`src/design/sphere_segment_newton_intersect_top_defines.svh`:
```
// ----------------------------------------------------------------------------
// Assertion macros for the segment/sphere Newton intersect block
// Concurrent checks that vanish in synthesis builds.
// ----------------------------------------------------------------------------
`ifndef SPHERE_SEGMENT_NEWTON_INTERSECT_TOP_DEFINES_SVH
`define SPHERE_SEGMENT_NEWTON_INTERSECT_TOP_DEFINES_SVH

`ifndef SYNTHESIS
`define SSNI_ASSERT_NOW(lbl, clk, rstn, ante, cons) \
	lbl: assert property (@(posedge clk) disable iff (!rstn) (ante) |-> (cons)) \
		else $error("ssni check failed");
`define SSNI_ASSERT_NEXT(lbl, clk, rstn, ante, cons) \
	lbl: assert property (@(posedge clk) disable iff (!rstn) (ante) |=> (cons)) \
		else $error("ssni check failed");
`else
`define SSNI_ASSERT_NOW(lbl, clk, rstn, ante, cons)
`define SSNI_ASSERT_NEXT(lbl, clk, rstn, ante, cons)
`endif

`endif

```
`src/design/ssni_pkg.sv`:
```
// ----------------------------------------------------------------------------
// ssni_pkg
// Shared widths, register indexes, divider types, saturating helpers and a magnitude helper.
// ----------------------------------------------------------------------------
`default_nettype none

package ssni_pkg;

	localparam int CRD_W     = 32;
	localparam int VAL_W     = 64;
	localparam int OP_W      = 34;
	localparam int PROD_W    = 68;
	localparam int NUM_W     = 98;
	localparam int DEN_W     = 64;
	localparam int DIV_CELLS = 2;
	localparam int DIV_STEPS = NUM_W / DIV_CELLS;
	localparam int DIV_CNT_W = $clog2(DIV_STEPS);
	localparam int CFG_AW    = 3;
	localparam int CFG_DW    = 32;

	localparam logic [CFG_AW-1:0] REG_CENTER_X    = 3'd0;
	localparam logic [CFG_AW-1:0] REG_CENTER_Y    = 3'd1;
	localparam logic [CFG_AW-1:0] REG_CENTER_Z    = 3'd2;
	localparam logic [CFG_AW-1:0] REG_RADIUS      = 3'd3;
	localparam logic [CFG_AW-1:0] REG_INSIDE_MODE = 3'd4;

	localparam logic [VAL_W-1:0] VAL_MAX = 64'h7FFF_FFFF_FFFF_FFFF;
	localparam logic [VAL_W-1:0] VAL_MIN = 64'h8000_0000_0000_0000;

	typedef struct packed {
		logic             go;
		logic [NUM_W-1:0] num;
		logic [DEN_W-1:0] den;
	} div_req_t;

	typedef struct packed {
		logic busy;
		logic done;
	} div_stat_t;

	function automatic logic [VAL_W-1:0] sat_prod(input logic [PROD_W-1:0] x);
		logic [4:0] top;
		top = x[PROD_W-1:VAL_W-1];
		if (top == 5'h00 || top == 5'h1F)
			return x[VAL_W-1:0];
		return x[PROD_W-1] ? VAL_MIN : VAL_MAX;
	endfunction

	function automatic logic [VAL_W-1:0] sat_add(input logic [VAL_W-1:0] a,
		input logic [VAL_W-1:0] b);
		logic [VAL_W:0] sum;
		sum = {a[VAL_W-1], a} + {b[VAL_W-1], b};
		if (sum[VAL_W] != sum[VAL_W-1])
			return sum[VAL_W] ? VAL_MIN : VAL_MAX;
		return sum[VAL_W-1:0];
	endfunction

	function automatic logic [VAL_W-1:0] sat_neg(input logic [VAL_W-1:0] x);
		if (x == VAL_MIN)
			return VAL_MAX;
		return (~x) + 64'd1;
	endfunction

	function automatic logic [VAL_W-1:0] mag64(input logic [VAL_W-1:0] x);
		return x[VAL_W-1] ? ((~x) + 64'd1) : x;
	endfunction

endpackage

`default_nettype wire

```
`src/design/ssni_div_cell.sv`:
```
// ----------------------------------------------------------------------------
// ssni_div_cell
// One restoring division step: shift in a numerator bit, trial subtract.
// ----------------------------------------------------------------------------
`default_nettype none

module ssni_div_cell (
	input  wire logic [ssni_pkg::DEN_W-1:0] rem_in,
	input  wire logic                       bit_in,
	input  wire logic [ssni_pkg::DEN_W-1:0] den,
	output logic      [ssni_pkg::DEN_W-1:0] rem_out,
	output logic                            q_out
);

	logic [ssni_pkg::DEN_W:0] shifted;
	logic [ssni_pkg::DEN_W:0] diff;

	always_comb begin
		shifted = {rem_in, bit_in};
		diff    = shifted - {1'b0, den};
		q_out   = (shifted >= {1'b0, den});
		rem_out = q_out ? diff[ssni_pkg::DEN_W-1:0] : shifted[ssni_pkg::DEN_W-1:0];
	end

endmodule

`default_nettype wire

```
`src/design/ssni_div.sv`:
```
// ----------------------------------------------------------------------------
// ssni_div
// Divider built from a row of division cells; the remainder passes from
// cell to cell, and the row retires DIV_CELLS quotient bits per cycle while busy.
// ----------------------------------------------------------------------------
`default_nettype none

module ssni_div (
	input  wire logic                          clk,
	input  wire logic                          arst_n,
	input  wire ssni_pkg::div_req_t            req,
	output ssni_pkg::div_stat_t                stat,
	output logic      [ssni_pkg::NUM_W-1:0]    quo
);

	localparam int CELLS = ssni_pkg::DIV_CELLS;
	localparam int NW    = ssni_pkg::NUM_W;
	localparam int DW    = ssni_pkg::DEN_W;

	logic [NW-1:0]                    num_q;
	logic [NW-1:0]                    quo_q;
	logic [DW-1:0]                    rem_q;
	logic [DW-1:0]                    den_q;
	logic [ssni_pkg::DIV_CNT_W-1:0]   cnt_q;
	logic                             busy_q;
	logic                             done_q;
	logic [DW-1:0]                    rem_c [CELLS+1];
	logic [CELLS-1:0]                 qb;

	assign rem_c[0] = rem_q;

	for (genvar j = 0; j < CELLS; j++) begin : g_cell
		ssni_div_cell u_cell (
			.rem_in  (rem_c[j]),
			.bit_in  (num_q[NW-1-j]),
			.den     (den_q),
			.rem_out (rem_c[j+1]),
			.q_out   (qb[CELLS-1-j])
		);
	end

	always_ff @(posedge clk or negedge arst_n) begin
		if (!arst_n) begin
			busy_q <= 1'b0;
			done_q <= 1'b0;
			cnt_q  <= '0;
		end else begin
			done_q <= busy_q && !req.go
				&& (cnt_q == ssni_pkg::DIV_CNT_W'(ssni_pkg::DIV_STEPS - 1));
			if (req.go) begin
				busy_q <= 1'b1;
				cnt_q  <= '0;
			end else if (busy_q) begin
				cnt_q <= cnt_q + 1'b1;
				if (cnt_q == ssni_pkg::DIV_CNT_W'(ssni_pkg::DIV_STEPS - 1))
					busy_q <= 1'b0;
			end
		end
	end

	always_ff @(posedge clk) begin
		if (req.go) begin
			num_q <= req.num;
			den_q <= req.den;
			rem_q <= '0;
			quo_q <= '0;
		end else if (busy_q) begin
			num_q <= num_q << CELLS;
			rem_q <= rem_c[CELLS];
			quo_q <= {quo_q[NW-1-CELLS:0], qb};
		end
	end

	assign stat.busy = busy_q;
	assign stat.done = done_q;
	assign quo       = quo_q;

endmodule

`default_nettype wire
```
`config.mk`:
```
export PLATFORM = sky130hd
export DESIGN_NAME = ssni_div
export DESIGN_NICKNAME = d
export VERILOG_FILES = /design/src/design/sphere_segment_newton_intersect_top_defines.svh /design/src/design/ssni_pkg.sv /design/src/design/ssni_div_cell.sv /design/src/design/ssni_div.sv
export SDC_FILE = /design/constraint.sdc
export NUM_CORES = 1
export LEC_CHECK = 0
export ABC_AREA = 1
export BUFFER_PORTS_ARGS = -buffer_cell sky130_fd_sc_hd__buf_2
export CAP_MARGIN = 20
export CORE_ASPECT_RATIO = 1.5
export CORE_UTILIZATION = 49
export CTS_CLUSTER_DIAMETER = 50
export DETAILED_ROUTE_END_ITERATION = 6
export PLACE_DENSITY_LB_ADDON = 0.05
export SETUP_SLACK_MARGIN = 0.4
export SYNTH_ARGS = -nofsm -noshare
export SYNTH_HDL_FRONTEND = slang
export SYNTH_SLANG_ARGS = --single-unit
export TNS_END_PERCENT = 1
```
`constraint.sdc`:
```
create_clock -name clk -period 5.1 [get_ports clk]
set_clock_uncertainty 0.2 [all_clocks]
set_input_delay 0.765 -clock clk [delete_from_list [all_inputs] [get_ports clk]]
set_output_delay 0.765 -clock clk [all_outputs]
set_load 0.1 [all_outputs]
```
==> summary.md, run 1 <==
| Metric | Value |
|---|---|
| Period utilization | 100.2% |
| Core Box Area | slightly below 0.05 sq mm |
| Peak Freq | 195.6 MHz |
| Sequential element share of the synthesized area | approximately 34% |
| Max incr delay on CP | 360 ps |
| Type of origin of the critical path | register |
| Clock power frac | 17.8% |
| Async SR Flop Fraction | under 10% |
| Final cell count without fillers | between 4k and 5k |
| Worst-Skew Late Latency | ~600 ps |
| Leakage | between 15 and 20 nW |
| Final Util | around two thirds |
| Longest Clk Path Bufs | 3 |
| Largest net degree at the start of global routing | 90 |
| Hold Crit Start | req[49] |
| Mapped Avg Cell Area | 6.747 sq um |
| Io pins | 265 |
| Synthesis-to-finish area growth | 32.23% |
| Largest cells by area after synthesis | edfxtp_1 20%, nand2_1 20%, dfxtp_1 13% |
| Failing checks | negative setup slack |
| Share of the synthesized area in the top cell type | between 20% and 30% |
| Yosys cell types | 52 |
| Diodes inserted | 0 |
| Net Count, Synth | between 3k and 4k |
| Post-synth EDFFs | around 160 |
| Initial antenna violation count | 3 |
| Crit path time final | slightly above 5000 ps |
| Logic gate share of total power | around three fifths |
| MaxCap Viol Count | 0 |
| Setup CP Type | reg2reg |
| Crit path from | den_q[59] |
| Post-synth top cells | 1264 x nand2_1, 548 x inv_1, 255 x nor2_1, 198 x nand3_1 |
| R2R Setup Slk | -10 ps |
| H-tree lvl count | 2 |
| Post-Syn Instances | approximately 3.6k |
| DIE HEIGHT | between 200 and 300 um |
| Number of iterations in the first detailed-routing pass | 7 |
| Slew Limit Headroom | approximately a third |
| Unrepaired setup endpoints after global routing | true |
| Tightest Hold Check Type | in2reg |
| Fin. Hold Viols | 0 |
| Drt initial violations | approximately 2.6k |
| Total die area | roughly 0.05 sq mm |
| CTS tree | done |
| # setup viols final | 1 |
| Synthesized flop and latch total | 332 |
| Sw Pwr | 7.282 mW |
| Worst Tran Pin Value | roughly 980 ps |
| Final antenna-violating net count | 0 |
| Worst R2R Start | den_q[59] |
| Crit path DAT | around 5400 ps |
| Int Power | roughly 8.7 mW |
| Nets@finish | 4465 |
| Routability Congestion | between 1 and 1.5 |
| Detailed-placement wirelength estimate | between 70 and 80 mm |
| Share of cells above drive strength 1 | 26.54% |
| CP top delay family | simple AND/OR/NAND/NOR gates |
| YS warnings | 0 |
| Grt ovf | 0 |
| Total number of vias | roughly 27k |
| First-pass GRT wire length | about 150 mm |
| Worst setup EP type | register |
| Seq pwr share | about a fifth |
| Switching part of the total power | a little under half |
| Total Wirelength | 103.3 mm |
| Run status | complete, but fails checks |
| Die width | 183.1 um |
| Setup WS pre-CTS | -389.8 ps |
| VDD IR-drop max | about 0.3 mV |
| Number of port buffers | 264 |
| CP required | 5350 ps |
| Cell Rows | 99 |
| DRC viols | 0 |
| Most instantiated library cell after synthesis | nand2_1 |
| Top cell by count, worst path | nand2_1 |
| Vias per std cell | about 5.6 |
| Crit path max fanout | 15 |
| TritonCTS buffer count | 39 |
| Met3 GRT Util | just under 10% |
| Slew Limit Fails | 0 |
| Setup TNS | -11.19 ps |
| # clock sinks | around 330 |
| Met2 Use GR | roughly 64% |
| CTS root buffer | clkbuf_16 |
| Pwr Density | around 500 mW/mm^2 |
| Routed WL per cell | 21.29 um |
| Primary FF master, synth | edfxtp_1 |
| Vias in the first global route | about 26k |
| Synth area leader | edfxtp_1 |
| Met1 Track Usage GR | between 40% and 50% |
| Final setup margin | -11.19 ps |
| Placed cell count | 4741 |
| Total track usage | 39.80% |
| Reg clk slew, reported paths | 60 ps |
| GRT busiest layer | met2 |
| Synth Cell Area | about 0.024 sq mm |
| Initial Utilization | about half |
| WP buf/inv | 6 |
| Slowest CP cell | edfxtp_1 |
[cell type report]
cell class | instances | area, sq um
clock buffer | 53 | 1100
clock inverter | 17 | 188.9
fill | 4387 | 16690
inverter | 576 | 2180
multi-input combinational | 2566 | 14650
sequential | 332 | 8308
tap | 656 | 820.8
timing repair buffer | 653 | 4618
[worst reg2reg max path: cells and delay by family, from the launching register on]
kind,cells,cell delay (ps)
adder cells (fa/ha/maj),2,490
buffers and inverters,6,1000
AO/OA/AOI/OAI,1,280
flip-flops,1,360
AND/OR/NAND/NOR,21,2650
[state kept, by name (all words and copies together), names as in the netlist]
register,flops
done_q,1
quo,98
cnt_q,6
den_q,64
rem_q,64
num_q,98
busy_q,1
[cells in the final DEF, fill, tap and decap left out, types with 20 or more instances in the layout]
master	Yosys	layout
buf_4	3	358
nand2_2	7	77
a21oi_2	2	29
o21bai_1	28	25
a21oi_1	162	135
clkbuf_16	0	46
nand3_1	198	180
nor2_1	255	200
nor2_2	11	50
nand2_1	1264	1189
nand4_1	92	92
nor2_4	2	21
nand3_2	42	58
nor3_1	22	20
nand3b_1	33	33
o22ai_1	95	95
ha_4	0	63
buf_2	23	263
o21ai_0	79	58
ha_1	130	58
inv_1	548	517
inv_2	27	55
dfxtp_1	162	162
xor2_1	72	68
edfxtp_1	162	162
[power groups by stage]
stage	Sequential (mW)	Combinational (mW)	Clock, mW
final	3.27	9.88	2.85
after global routing	3.29	10.4	2.97
after CTS	3.24	8.60	2.87
after detailed placement	3.28	8.07	0
after global placement	3.27	7.97	0
after floorplan	3.25	4.63	0
[timing repair]
item                       4_1_cts  5_1_grt
setup endpoints to repair       65       65
cloned                           5        6
hold endpoints to repair         8        0
resized for setup               72      296
setup buffers                   15       14
pin swaps                       11       40
hold buffers                     1        0
[metrics by stage]
step	hold WS (ps)	cell area (sq um)	power, mW
2_1_floorplan	233.7	24100	7.884
3_3_place_gp	239.5	28420	11.25
3_5_place_dp	244.3	28420	11.36
4_1_cts	146.1	30340	14.71
5_1_grt	147.1	31870	16.69
6_report	153.4	31870	16.00
[metal layers]
layer	routed length, um	share of wire, %
met5	42	0.041
met4	11280	11
met3	9371	9.1
met2	46930	45
met1	35690	35
[cell families after synthesis]
| kind of cell | synth area share (%) |
|---|---|
| simple gates | 34.93 |
| buf+inv | 11.35 |
| compound gates | 9.392 |
| flops | 34.47 |
| fa+ha+maj | 6.916 |
| xor+xnor | 2.944 |
[worst paths after layout]
| kind | depth (start not counted) | endpoint |
|---|---|---|
| setup / recovery | 30 | rem_q[0] |
| hold / removal | 1 | den_q[49] |
| setup reg to reg | 30 | rem_q[0] |
| hold reg to reg | 2 | quo[97] |
| max in group asynchronous | 2 | cnt_q[0] |
| min in group asynchronous | 2 | done_q |
Note: power is estimated with default switching activity, not from simulation.
==> inputs of run 2 (changes only) <==
Settings changed: BUFFER_PORTS_ARGS -buffer_cell sky130_fd_sc_hd__buf_2 to not set, CORE_UTILIZATION 49 to 41, DONT_BUFFER_PORTS set to 1.
==> summary.md, run 2 (same netlist as run 1, synthesis figures left out) <==
| Metric | Value |
|---|---|
| Number of port buffers | 0 (-100%) |
| Number of iterations in the first detailed-routing pass | 5 (-2) |
| CTS tree | done |
| Final antenna-violating net count | 0 (unchanged) |
| Type of origin of the critical path | register |
| DRC viols | 0 (unchanged) |
| Final setup margin | 360.1 ps (+371.3 ps) |
| Io pins | 265 (unchanged) |
| Fin. Hold Viols | 0 (unchanged) |
| Initial Utilization | 41.57% (-8.1 points) |
| VDD IR-drop max | 0.2902 mV (-3.1%) |
| Placed cell count | 4766 (+0.53%) |
| Core Box Area | 0.05797 sq mm (+19%) |
| Leakage | 16.08 nW (+0.74%) |
| Critical R2R Capture | rem_q[56] |
| DIE HEIGHT | 298.9 um (+9.3%) |
| Slew Limit Fails | 0 (unchanged) |
| MaxCap Viol Count | 0 (unchanged) |
| Share of cells above drive strength 1 | 29.89% (+3.3 points) |
| GRT busiest layer | met2 |
| Drt initial violations | 1831 (-29%) |
| First-pass GRT wire length | 155.6 mm (+4.2%) |
| Vias per std cell | 5.322 (-4.6%) |
| H-tree lvl count | 2 (unchanged) |
| Total number of vias | 26.21k (-3.2%) |
| Hold Crit Start | req[30] |
| Worst Tran Pin Value | 1140 ps (+162.6 ps) |
| Cell Rows | 108 (+9.1%) |
| CTS root buffer | clkbuf_16 |
| Die width | 200.0 um (+9.2%) |
| Routability Congestion | 1.057 (-12%) |
| Max incr delay on CP | 420 ps (+60 ps) |
| Top cell by count, worst path | nand2_1 |
| Slowest CP cell | edfxtp_1 |
| Slew Limit Headroom | 23.99% (-11 points) |
| Most common cell after layout, fill and taps aside | nand2_1 |
| # setup viols final | 0 (-1) |
| Total die area | 0.05977 sq mm (+19%) |
| # clock sinks | 332 (unchanged) |
| Pwr Density | 511.3 mW/mm^2 (+1.8%) |
| CP required | 5430 ps (+80 ps) |
| Met3 GRT Util | 6.737% (-3.1 points) |
| Routed WL per cell | 22.25 um (+4.5%) |
| Nets@finish | 4417 (-1.1%) |
| Hold Path End | den_q[30] |
| Run status | finished, final reports clean |
| R2R Setup Slk | 360 ps (+370 ps) |
| Largest net degree at the start of global routing | 166 (+84%) |
| TritonCTS buffer count | 41 (+5.1%) |
| Worst hold path depth | 0 (-1) |
| Final cell count without fillers | 4924 (+1.5%) |
| Most frequent cells in the layout | 1133 x nand2_1, 563 x buf_4, 484 x inv_1 |
| Final Util | 57.73% (-7.9 points) |
| Detailed-placement wirelength estimate | 84.10 mm (+8.1%) |
| Met1 Track Usage GR | 39.50% (-3.7 points) |
| Total track usage | 35.58% (-4.2 points) |
| Tightest Hold Check Type | in2reg |
| Worst-Skew Late Latency | 580 ps (about the same) |
| Period utilization | 92.94% (-7.3 points) |
| Synthesis-to-finish area growth | 38.86% |
| Grt ovf | 0 (unchanged) |
| Pwr Total | 17.11 mW (+6.9%) |
| Crit path DAT | 5070 ps (-290 ps) |
| Crit path time final | 4740 ps (-371.3 ps) |
| Total Wirelength | 109.5 mm (+6.0%) |
| Peak Freq | 211.0 MHz (+7.8%) |
| Worst setup EP type | register |
| Met2 Use GR | 59.36% (-4.6 points) |
| R2R cell count | 29 (-3.3%) |
| Initial antenna violation count | 7 (+4) |
| Worst R2R Start | den_q[27] |
| Reg clk slew, reported paths | 60 ps (about the same) |
| Setup WS pre-CTS | -354.1 ps (+35.70 ps) |
| Vias in the first global route | 25.78k (-2.1%) |
| Longest Clk Path Bufs | 3 (unchanged) |
| Setup CP Type | reg2reg |
| WHS | 60.76 ps (-92.66 ps) |
| Crit path max fanout | 16 (+1) |
| Unrepaired setup endpoints after global routing | true |
-- run 2: cell count changes in the layout (fill, tap and decap cells not counted), sizes merged --
| cell | change |
|---|---|
| buf | -48 |
| bufbuf | +1 |
| bufinv | -2 |
| clkbuf | -6 |
| clkinv | +9 |
| clkinvlp | -1 |
| diode | +2 |
| inv | +2 |
-- run 2: worst max-delay path by stage --
stage                    from         to  slack [ps]  depth (start not counted)
global placement    den_q[41]  rem_q[41]        -430                         28
CTS                 den_q[30]  rem_q[41]         360                         29
finish              den_q[27]  rem_q[56]         360                         29
global route        num_q[97]   rem_q[2]         210                         31
floorplan           den_q[35]  rem_q[33]         990                         29
detailed placement  den_q[41]  rem_q[41]        -350                         26
-- run 2: where the power goes --
part / internal (mW) / switching, mW / total [mW] / leakage (nW)
sequential: 3.06 / 0.266 / 3.33 / 3.12
clock: 1.59 / 1.27 / 2.86 / 0.646
combinational: 4.81 / 6.11 / 10.9 / 12.3
total: 9.46 / 7.64 / 17.1 / 16.1
-- run 2: final cells by class --
type | instances | area [sq um]
clock buffer | 50 | 1112
clock inverter | 25 | 196.4
antenna | 2 | 5.005
inverter | 576 | 2195
fill | 5497 | 24510
timing repair buffer | 603 | 4992
multi-input combinational | 2566 | 15690
tap | 770 | 963.4
sequential | 332 | 8309
-- run 2: what timing repair did --
item	CTS	global route
setup buffers	25	44
endpoints found under the hold margin	8	0
setup endpoints to repair	65	65
pin swaps	31	77
resized for setup	315	312
hold buffers	1	0
gates cloned	7	3
-- run 2: critical path: cells and delay by family (launching register included) --
family / cells / cell delay, ps
compound gates: 3 / 580
fa+ha+maj: 2 / 540
buf+inv: 6 / 830
flops: 1 / 420
simple gates: 18 / 2100
-- run 2: through the flow --
step,TNS (ps),instance area [sq um]
final,0,33460
after global routing,0,33460
after CTS,0,31740
after detailed placement,-11540,28540
after global placement,-14020,28540
after floorplan,0,24100
-- run 2: routing by layer --
metal  wire, um  part of all wire (%)  vias up
li1           -                     -    12590
met1      40410                    37    12260
met2      52350                    48     1062
met3       7278                   6.6      296
met4       9479                   8.7        4
met5         27                 0.025        -
==> inputs of run 3 (changes only) <==
Settings changed: CTS_BUF_LIST set to sky130_fd_sc_hd__clkbuf_8.
Clock period 5.1 ns to 5.8 ns, I/O delays scaled along.
==> summary.md, run 3 (same netlist as run 1, synthesis figures left out) <==
| Metric | Value |
|---|---|
| Type of origin of the critical path | register |
| Leakage | 13.69 nW (-15%) |
| Routed WL per cell | 22.14 um (-0.46%) |
| Met3 GRT Util | 6.726% (-0.011 points) |
| Peak Freq | 187.1 MHz (-11%) |
| Routability Congestion | 1.116 (+5.6%) |
| Die width | 200.0 um (unchanged) |
| Total number of vias | 24.23k (-7.5%) |
| Cell Rows | 108 (unchanged) |
| Reg clk slew, reported paths | 80 ps (+20 ps) |
| Synthesis-to-finish area growth | 14.35% |
| Final antenna-violating net count | 0 (unchanged) |
| Worst setup EP type | register |
| TritonCTS buffer count | 56 (+37%) |
| Final Util | 47.54% (-10 points) |
| Placed cell count | 4383 (-8.0%) |
| Grt ovf | 0 (unchanged) |
| Pwr Density | 491.8 mW/mm^2 (-3.8%) |
| Placed cell area | 0.02567 sq mm (-10%) |
| DIE HEIGHT | 298.9 um (unchanged) |
| MaxCap Viol Count | 0 (unchanged) |
| # setup viols final | 0 (unchanged) |
| CP required | 6130 ps (+700 ps) |
| Setup WS pre-CTS | -85.85 ps (+268.3 ps) |
| Io pins | 265 (unchanged) |
| Most frequent cells in the layout | 1250 x nand2_1, 561 x inv_1, 239 x nor2_1 |
| Setup CP Type | reg2reg |
| Max incr delay on CP | 340 ps (-80 ps) |
| Design area | 0.02756 sq mm (-18%) |
| Vias per std cell | 5.355 (+0.62%) |
| Drt initial violations | 1671 (-8.7%) |
| Unrepaired setup endpoints after global routing | true |
| Initial Utilization | 41.57% (unchanged) |
| Fill cells | 6056 (+10%) |
| Most common cell after layout, fill and taps aside | nand2_1 |
| H-tree lvl count | 2 (unchanged) |
| Slew Limit Headroom | 24.59% (+0.60 points) |
| Fin. Hold Viols | 0 (unchanged) |
| Total track usage | 33.02% (-2.6 points) |
| Final cell count without fillers | 4525 (-8.1%) |
| Tightest Hold Check Type | in2reg |
| Slew Limit Fails | 0 (unchanged) |
| Logic gate share of total power | 61.2% (-2.6 points) |
| Met1 Track Usage GR | 37.23% (-2.3 points) |
| Number of port buffers | 0 (unchanged) |
| Worst Tran Pin Value | 1131 ps (-8.979 ps) |
| Worst-Skew Late Latency | 720 ps (+140 ps) |
| CTS tree | done |
| Crit path max fanout | 35 (+19) |
| Slowest CP cell | ha_1 |
| Total die area | 0.05977 sq mm (unchanged) |
| Share of cells above drive strength 1 | 10.72% (-19 points) |
| Top cell by count, worst path | nand2_1 |
| Total Wirelength | 100.2 mm (-8.5%) |
| DRC viols | 0 (unchanged) |
| CTS root buffer | clkbuf_8 |
| Period utilization | 92.13% (-0.81 points) |
| Largest net degree at the start of global routing | 166 (unchanged) |
| Detailed-placement wirelength estimate | 79.81 mm (-5.1%) |
| Sw Pwr | 6.758 mW (-12%) |
| WP buf/inv | 6 (unchanged) |
| Longest Clk Path Bufs | 3 (unchanged) |
| Seq pwr share | 22.0% (+2.5 points) |
| VDD IR-drop max | 0.2267 mV (-22%) |
| Final setup margin | 456.3 ps (+96.19 ps) |
| Run status | finished, final reports clean |
| Int Power | 6.796 mW (-28%) |
| Met2 Use GR | 54.90% (-4.5 points) |
| Crit path DAT | 5670 ps (+600 ps) |
| First-pass GRT wire length | 144.5 mm (-7.1%) |
| # clock sinks | 332 (unchanged) |
| Switching part of the total power | 49.86% (+5.2 points) |
| Initial antenna violation count | 7 (unchanged) |
| Number of iterations in the first detailed-routing pass | 6 (+1) |
| Nets@finish | 4004 (-9.4%) |
| Clock power frac | 16.7% (about the same) |
| Crit path time final | 5344 ps (+603.8 ps) |
| Core Box Area | 0.05797 sq mm (unchanged) |
| GRT busiest layer | met2 |
| CP top delay family | simple AND/OR/NAND/NOR gates |
| Vias in the first global route | 23.90k (-7.3%) |
[run 3: layer usage]
layer,vias to the layer above,part of all wire (%)
li1,11780,-
met1,11260,38
met2,920,47
met3,270,6.4
met4,4,8.4
met5,-,0.027
[run 3: final cells by class]
| type | instances | area (sq um) | share of cell area (%) |
|---|---|---|---|
| antenna | 4 | 10.01 | 0.03632 |
| tap | 770 | 963.4 | 3.496 |
| clock buffer | 66 | 908.4 | 3.296 |
| multi-input combinational | 2567 | 13380 | 48.55 |
| inverter | 576 | 2170 | 7.873 |
| clock inverter | 36 | 286.5 | 1.040 |
| sequential | 332 | 8308 | 30.15 |
| timing repair buffer | 174 | 1531 | 5.557 |
[run 3: power by group through the flow]
| stage | registers [mW] | clock network [mW] | logic (mW) |
|---|---|---|---|
| 3_5_place_dp | 3.02 | 0 | 7.77 |
| 6_report | 2.99 | 2.27 | 8.30 |
| 3_3_place_gp | 3.02 | 0 | 7.76 |
| 5_1_grt | 3.01 | 2.42 | 8.96 |
| 2_1_floorplan | 2.94 | 0 | 4.96 |
| 4_1_cts | 2.98 | 2.33 | 7.87 |
[run 3: path summary, 6_finish.rpt]
kind	from	end	slack, ps	depth (start not counted)
hold / removal	req[162]	den_q[31]	70	0
hold reg to reg	cnt_q[4]	cnt_q[4]	270	1
setup reg to reg	den_q[63]	rem_q[27]	460	29
max in group asynchronous	arst_n	cnt_q[5]	4730	1
min in group asynchronous	arst_n	cnt_q[3]	330	1
setup / recovery	den_q[63]	rem_q[27]	460	29
[run 3: repair_timing]
action / in CTS / in global routing
setup buffers: 0 / 4
cloned: 1 / 4
endpoints found under the hold margin: 34 / 0
gates resized for setup: 11 / 79
hold buffers: 27 / 0
pin swaps: 1 / 6
setup endpoints to repair: 65 / 65
[run 3: stage by stage]
step | hold slack [ps] | TNS, ps | total power [mW]
global placement | 260.9 | -100.8 | 10.78
finish | 65.22 | 0 | 13.55
floorplan | 233.7 | 0 | 7.895
CTS | 19.23 | 0 | 13.17
global route | 30.81 | 0 | 14.39
detailed placement | 266.3 | -267.6 | 10.79
